$ cat config.mk
export PLATFORM = sky130hd
export DESIGN_NAME = softplus_activation_top
export DESIGN_NICKNAME = d
export VERILOG_FILES = /design/src/hw/rtl/sfp_pkg.sv /design/src/hw/rtl/sfp_front.sv /design/src/hw/rtl/sfp_queue.sv /design/src/hw/rtl/sfp_back.sv /design/src/hw/rtl/softplus_activation_top.sv
export SDC_FILE = /design/constraint.sdc
export NUM_CORES = 1
export LEC_CHECK = 0
export ABC_CLOCK_PERIOD_IN_PS = 12200
export BUFFER_PORTS_ARGS = -buffer_cell sky130_fd_sc_hd__buf_2
export CORE_MARGIN = 4
export CORE_UTILIZATION = 40
export DETAILED_ROUTE_END_ITERATION = 10
export PLACE_DENSITY = 0.53
export SYNTH_ARGS = -nofsm -noshare
export SYNTH_HDL_FRONTEND = slang
export SYNTH_SLANG_ARGS = --single-unit
$ cat constraint.sdc
create_clock -name clk -period 12.2 [get_ports clk]
set_clock_uncertainty 0.05 [all_clocks]
set_input_delay 1.22 -clock clk [delete_from_list [all_inputs] [get_ports clk]]
set_output_delay 1.22 -clock clk [all_outputs]
set_load 0.01 [all_outputs]
$ cat src/hw/rtl/sfp_pkg.sv
package sfp_pkg;

  // field widths
  localparam int SAMPLE_W      = 16;
  localparam int RESULT_W      = 15;
  localparam int MAG_W         = SAMPLE_W + 1;

  // fixed-point format and correction table geometry
  localparam int FRAC_BITS     = 8;
  localparam int SEGMENT_COUNT = 64;
  localparam int SEG_W         = $clog2(SEGMENT_COUNT);
  localparam int RANGE_LSB     = 8 << FRAC_BITS;
  localparam int OFS_W         = $clog2(RANGE_LSB / SEGMENT_COUNT);
  localparam int ROM_W         = 8;
  localparam int ROM_IDX_W     = SEG_W + 1;
  localparam int ACC_W         = ROM_W + OFS_W + 1;

  // default depth of the queue between front and back
  localparam int QUEUE_DEPTH   = 4;

  // classified sample handed from front to back
  typedef struct packed {
    logic                in_range;
    logic [RESULT_W-1:0] pos;
    logic [SEG_W-1:0]    seg;
    logic [OFS_W-1:0]    ofs;
  } sfp_item_t;

  // ln(1 + exp(-t)) at t = 8k/64, rounded to 8 fraction bits
  localparam logic [ROM_W-1:0] CORR_ROM [SEGMENT_COUNT+1] = '{
    8'd177, 8'd162, 8'd147, 8'd134, 8'd121, 8'd110, 8'd99,  8'd89,
    8'd80,  8'd72,  8'd64,  8'd58,  8'd52,  8'd46,  8'd41,  8'd37,
    8'd32,  8'd29,  8'd26,  8'd23,  8'd20,  8'd18,  8'd16,  8'd14,
    8'd12,  8'd11,  8'd10,  8'd9,   8'd8,   8'd7,   8'd6,   8'd5,
    8'd5,   8'd4,   8'd4,   8'd3,   8'd3,   8'd2,   8'd2,   8'd2,
    8'd2,   8'd2,   8'd1,   8'd1,   8'd1,   8'd1,   8'd1,   8'd1,
    8'd1,   8'd1,   8'd0,   8'd0,   8'd0,   8'd0,   8'd0,   8'd0,
    8'd0,   8'd0,   8'd0,   8'd0,   8'd0,   8'd0,   8'd0,   8'd0,
    8'd0
  };

endpackage

$ cat src/hw/rtl/sfp_front.sv
module sfp_front (
  input  logic                                clk,
  input  logic                                rst,
  input  logic                                sample_valid,
  output logic                                sample_stall,
  input  logic signed [sfp_pkg::SAMPLE_W-1:0] sample_in,
  output logic                                item_valid,
  output sfp_pkg::sfp_item_t                  item,
  input  logic                                item_stall
);
  import sfp_pkg::*;

  logic [MAG_W-1:0] mag;
  sfp_item_t        item_next;

  // magnitude without overflow on the most negative sample, then classify
  always_comb begin
    if (sample_in[SAMPLE_W-1]) begin
      mag = MAG_W'(0) - {sample_in[SAMPLE_W-1], sample_in};
    end else begin
      mag = {1'b0, sample_in};
    end
    item_next.in_range = (mag < MAG_W'(RANGE_LSB));
    item_next.pos      = sample_in[SAMPLE_W-1] ? '0 : sample_in[RESULT_W-1:0];
    item_next.seg      = mag[OFS_W +: SEG_W];
    item_next.ofs      = mag[OFS_W-1:0];
  end

  // hold the input side only while the stage is full and blocked
  assign sample_stall = item_valid && item_stall;

  // stage register
  always_ff @(posedge clk) begin
    if (rst) begin
      item_valid <= 1'b0;
    end else if (!sample_stall) begin
      item_valid <= sample_valid;
    end
    if (sample_valid && !sample_stall) begin
      item <= item_next;
    end
  end

endmodule

$ cat src/hw/rtl/sfp_queue.sv
module sfp_queue #(
  parameter int DEPTH = sfp_pkg::QUEUE_DEPTH
) (
  input  logic               clk,
  input  logic               rst,
  input  logic               push_valid,
  output logic               push_stall,
  input  sfp_pkg::sfp_item_t push_item,
  output logic               pop_valid,
  input  logic               pop_stall,
  output sfp_pkg::sfp_item_t pop_item
);
  import sfp_pkg::*;

  localparam int PTR_W = $clog2(DEPTH);
  localparam int CNT_W = $clog2(DEPTH + 1);

  sfp_item_t        mem [DEPTH];
  logic [PTR_W-1:0] wr_ptr;
  logic [PTR_W-1:0] rd_ptr;
  logic [CNT_W-1:0] count;
  logic             push;
  logic             pop;

  // handshake on both sides
  assign push_stall = (count == CNT_W'(DEPTH));
  assign pop_valid  = (count != '0);
  assign push       = push_valid && !push_stall;
  assign pop        = pop_valid && !pop_stall;
  assign pop_item   = mem[rd_ptr];

  // pointers and fill count
  always_ff @(posedge clk) begin
    if (rst) begin
      wr_ptr <= '0;
      rd_ptr <= '0;
      count  <= '0;
    end else begin
      if (push) begin
        wr_ptr <= (wr_ptr == PTR_W'(DEPTH - 1)) ? '0 : wr_ptr + 1'b1;
      end
      if (pop) begin
        rd_ptr <= (rd_ptr == PTR_W'(DEPTH - 1)) ? '0 : rd_ptr + 1'b1;
      end
      if (push && !pop) begin
        count <= count + 1'b1;
      end else if (pop && !push) begin
        count <= count - 1'b1;
      end
    end
  end

  // storage
  always_ff @(posedge clk) begin
    if (push) begin
      mem[wr_ptr] <= push_item;
    end
  end

endmodule

$ cat src/hw/rtl/sfp_back.sv
module sfp_back (
  input  logic                         clk,
  input  logic                         rst,
  input  logic                         item_valid,
  output logic                         item_stall,
  input  sfp_pkg::sfp_item_t           item,
  output logic                         result_valid,
  input  logic                         result_stall,
  output logic [sfp_pkg::RESULT_W-1:0] result,
  output logic                         saturated
);
  import sfp_pkg::*;

  logic [ROM_IDX_W-1:0] idx_lo;
  logic [ROM_IDX_W-1:0] idx_hi;
  logic [OFS_W:0]       w_lo;
  logic [OFS_W:0]       w_hi;
  logic [ACC_W-1:0]     acc;
  logic [ROM_W-1:0]     term;
  logic [RESULT_W:0]    sum;
  logic                 take;

  // interpolate between neighbouring table entries, rounding half up
  always_comb begin
    idx_lo = {1'b0, item.seg};
    idx_hi = idx_lo + 1'b1;
    w_hi   = {1'b0, item.ofs};
    w_lo   = (OFS_W + 1)'(1 << OFS_W) - w_hi;
    acc    = ACC_W'(CORR_ROM[idx_lo]) * ACC_W'(w_lo)
           + ACC_W'(CORR_ROM[idx_hi]) * ACC_W'(w_hi)
           + ACC_W'(1 << (OFS_W - 1));
    term   = item.in_range ? acc[OFS_W +: ROM_W] : '0;
    sum    = {1'b0, item.pos} + (RESULT_W + 1)'(term);
  end

  // output register frees up whenever its transaction is taken
  assign item_stall = result_valid && result_stall;
  assign take       = item_valid && !item_stall;

  always_ff @(posedge clk) begin
    if (rst) begin
      result_valid <= 1'b0;
    end else if (!item_stall) begin
      result_valid <= item_valid;
    end
    if (take) begin
      saturated <= sum[RESULT_W];
      result    <= sum[RESULT_W] ? '1 : sum[RESULT_W-1:0];
    end
  end

endmodule

$ cat src/hw/rtl/softplus_activation_top.sv
// Softplus activation, y = max(x,0) + ln(1 + exp(-|x|)), on signed Q8.8
// samples, giving an unsigned Q7.8 result in 15 bits that clips at 32767 and
// raises saturated when it does. The correction term is interpolated linearly
// from a 65-entry constant table over |x| in [0,8) and is zero beyond. One
// transaction is taken every cycle while the queue has room; a result passes
// three registers (front register loaded at the edge that accepts its sample,
// queue slot, output register), and a queue of four entries by default
// between the classifying front and the interpolating back absorbs stalls on
// the result side.
module softplus_activation_top #(
  parameter int QUEUE_DEPTH = sfp_pkg::QUEUE_DEPTH
) (
  input  logic                                clk,
  input  logic                                rst,
  input  logic                                sample_valid,
  output logic                                sample_stall,
  input  logic signed [sfp_pkg::SAMPLE_W-1:0] sample_in,
  output logic                                result_valid,
  input  logic                                result_stall,
  output logic [sfp_pkg::RESULT_W-1:0]        result,
  output logic                                saturated
);
  import sfp_pkg::*;

  logic      front_valid;
  logic      front_stall;
  sfp_item_t front_item;
  logic      back_valid;
  logic      back_stall;
  sfp_item_t back_item;

  // classify samples
  sfp_front u_front (
    .clk          (clk),
    .rst          (rst),
    .sample_valid (sample_valid),
    .sample_stall (sample_stall),
    .sample_in    (sample_in),
    .item_valid   (front_valid),
    .item         (front_item),
    .item_stall   (front_stall)
  );

  // decoupling queue
  sfp_queue #(
    .DEPTH (QUEUE_DEPTH)
  ) u_queue (
    .clk        (clk),
    .rst        (rst),
    .push_valid (front_valid),
    .push_stall (front_stall),
    .push_item  (front_item),
    .pop_valid  (back_valid),
    .pop_stall  (back_stall),
    .pop_item   (back_item)
  );

  // interpolate, add and saturate
  sfp_back u_back (
    .clk          (clk),
    .rst          (rst),
    .item_valid   (back_valid),
    .item_stall   (back_stall),
    .item         (back_item),
    .result_valid (result_valid),
    .result_stall (result_stall),
    .result       (result),
    .saturated    (saturated)
  );

endmodule

==> impl_metrics.ini <==
[cells_and_area]
fill_cells = 2398
layout.nets = 1055
register_area_sq_mm = 0.004756
final_common_cell = edfxtp_1
final_cell_mix = 151 x edfxtp_1, 98 x inv_1, 68 x nand2_1, 64 x ha_1, 62 x fa_1
drive_gt1_share_pct = 13.88
final_cells = 1257
multiInputGateArea_sq_mm = 0.005275
area_delta_synth_final_pct = 10.50
diodes = 0

[run_status]
outcome = complete, no violations

[global_route]
grt_usage_pct = 16.12
grt_pass1_wl_mm = 36.85
grt_pass1_vias = 6799
grt_overflow = 0
antenna_found_initial = 0
grt_max_degree = 33

[worst_hold_path]
hp-class = flop to flop
whs_path_depth = 2
hold_path_end = u_back.result_valid
hp-start = u_back.result_valid

[sta]
drv_slew = 0
worst_slew_pin_slew_ns = 0.9483
period_share_pct = 84.14
hold_viol = 0
max-slew-margin-rel_pct = 36.47
fmax_mhz = 97.42
finalSetupViolCount = 0
whs_ns = 0.4280
finalSetupTns_ns = 0
rsz0062_at_grt = no
post-route-worst-setup-slack_ns = 1.935
period_needed_ns = 10.26

[synth]
synth_ff_type = edfxtp_1
synth_warnings = 0
synth-async-reset-ratio_pct = 0
synthCells = 875
yosysSeqAreaShare_pct = 45.05
synth_edf_count = 151
syn_area_sq_mm = 0.01056
synth_cell_type_count = 71
yosys-top-cells-area = edfxtp_1 43%, fa_1 12%, ha_1 7.6%
synth-seq-cells = 162
synth_top_area_share_pct = 42.96
syn_area_per_cell_sq_um = 12.06
yosysTopAreaCell = edfxtp_1
syn-num-nets = 1021

[die]
dieArea_sq_mm = 0.02905
core-area_sq_mm = 0.02598
io_pins = 38
rows = 59
start_util_pct = 40.62
dieHeight_microns = 170.4
die_w_microns = 170.4

[clocking]
cts.reportedPaths.clkPinSlew_ns = 0.07
ctsHoldBuffers = 0
cts_tree = built
clk_latency_ns = 0.42
cts_max_level = 4
root_buffer = clkbuf_16
post-cts-setup-buffer-count = 0
cts_buffers = 17
post_cts_resize_count = 0
clock_sinks = 162
cts_buffer_depth = 2

[setup_path]
r2r_cells = 32
rrSetupSlack_ns = 1.94
crit_type = flop to flop
cp-end-kind = flop
cp_common_cell = fa_1
critPathSlowestCell = mux4_2
critPathRequiredTime_ns = 12.42
path_max_fanout = 20
rr_endpoint = u_back.result[12]
arrival_ns = 10.49
slowest_delay_ns = 0.84
start_kind = flop

[placement]
dp_cells = 1225
port_buffers = 37
hpwl_mm = 16.37
place_ws_ns = 1.863
place_congestion = 0.8305

[detailed_routing]
first_pass_iters = 7
vias_per_cell = 5.274
via_count = 6630
wl_per_cell_microns = 17.38
drc = 0
antenna_left = 0
finalWirelength_mm = 21.84
drt_iter0_markers = 425

[flow_run]
drv_cap = 0
==> routing by layer <==
| layer | GRT usage, % | wire length (microns) |
|---|---|---|
| met5 | 0 | 0 |
| met4 | 3.576 | 218 |
| met1 | 22.43 | 10040 |
| met2 | 26.96 | 10770 |
| met3 | 2.416 | 811 |
==> how the worst max path moves through the flow <==
stage | end | cells after the start
5_1_grt | u_back.result[12] | 33
2_1_floorplan | u_back.result[12] | 37
3_5_place_dp | u_back.result[12] | 33
4_1_cts | u_back.result[12] | 33
3_3_place_gp | u_back.result[12] | 33
6_report | u_back.result[12] | 32
==> worst max-delay path: cells and delay by family, from the launching register on <==
kind,cells,cell delay (ns)
AO/OA/AOI/OAI,13,2.55
multiplexers,1,0.84
AND/OR/NAND/NOR,5,1.24
adder cells (fa/ha/maj),9,4.16
buffers and inverters,4,0.51
flip-flops,1,0.73
==> flip-flops by register name, summed over array words and instances, names as in the netlist, named ones only <==
register and flops:
u_front.item 27, u_back.result 15, u_front.item_valid 1, u_queue.mem 108, u_back.saturated 1, u_queue.wr_ptr 2, u_queue.rd_ptr 2, u_back.result_valid 1
u_queue.count 3
==> cell usage after synthesis (8+ instances only) <==
cell type	number
edfxtp_1	151
inv_1	98
nand2_1	68
ha_1	64
fa_1	62
nor2_1	53
a21oi_1	35
xnor2_1	29
mux4_2	27
nor3_1	23
o21ai_0	22
clkbuf_1	18
nor2b_1	18
and2_1	16
mux2i_1	15
nand2b_1	15
nor4_1	12
dfxtp_1	11
nand3_1	10
a211oi_1	8
a21o_1	8
==> kinds of logic (layout without fill, tap and decap cells) <==
kind of cell	Yosys count	in the layout	share of synthesized area, %
flip-flops	162	162	45.05
XOR/XNOR	35	35	3.046
AND/OR/NAND/NOR	248	248	11.89
buffers and inverters	132	179	5.002
adder cells (fa/ha/maj)	126	126	19.35
multiplexers	48	48	7.823
AO/OA/AOI/OAI	124	124	7.848
==> final cells by class <==
| cell class | count | area share, % |
|---|---|---|
| Clock buffer | 18 | 3.679 |
| Clock inverter | 14 | 1.330 |
| Inverter | 102 | 3.293 |
| Multi-Input combinational cell | 581 | 45.23 |
| Sequential cell | 162 | 40.77 |
| Tap cell | 335 | 3.594 |
| Timing Repair Buffer | 45 | 2.103 |
==> through the flow <==
| stage | util, % | area, sq um |
|---|---|---|
| 5_1_grt | 44.89 | 11660 |
| 3_3_place_gp | 42.64 | 11080 |
| 4_1_cts | 44.89 | 11660 |
| 2_1_floorplan | - | 10560 |
| 3_5_place_dp | 42.64 | 11080 |
| 6_report | 44.89 | 11660 |
Power is not shown: default switching activity piles up to over one toggle a cycle in this logic, so the estimate is an artifact.
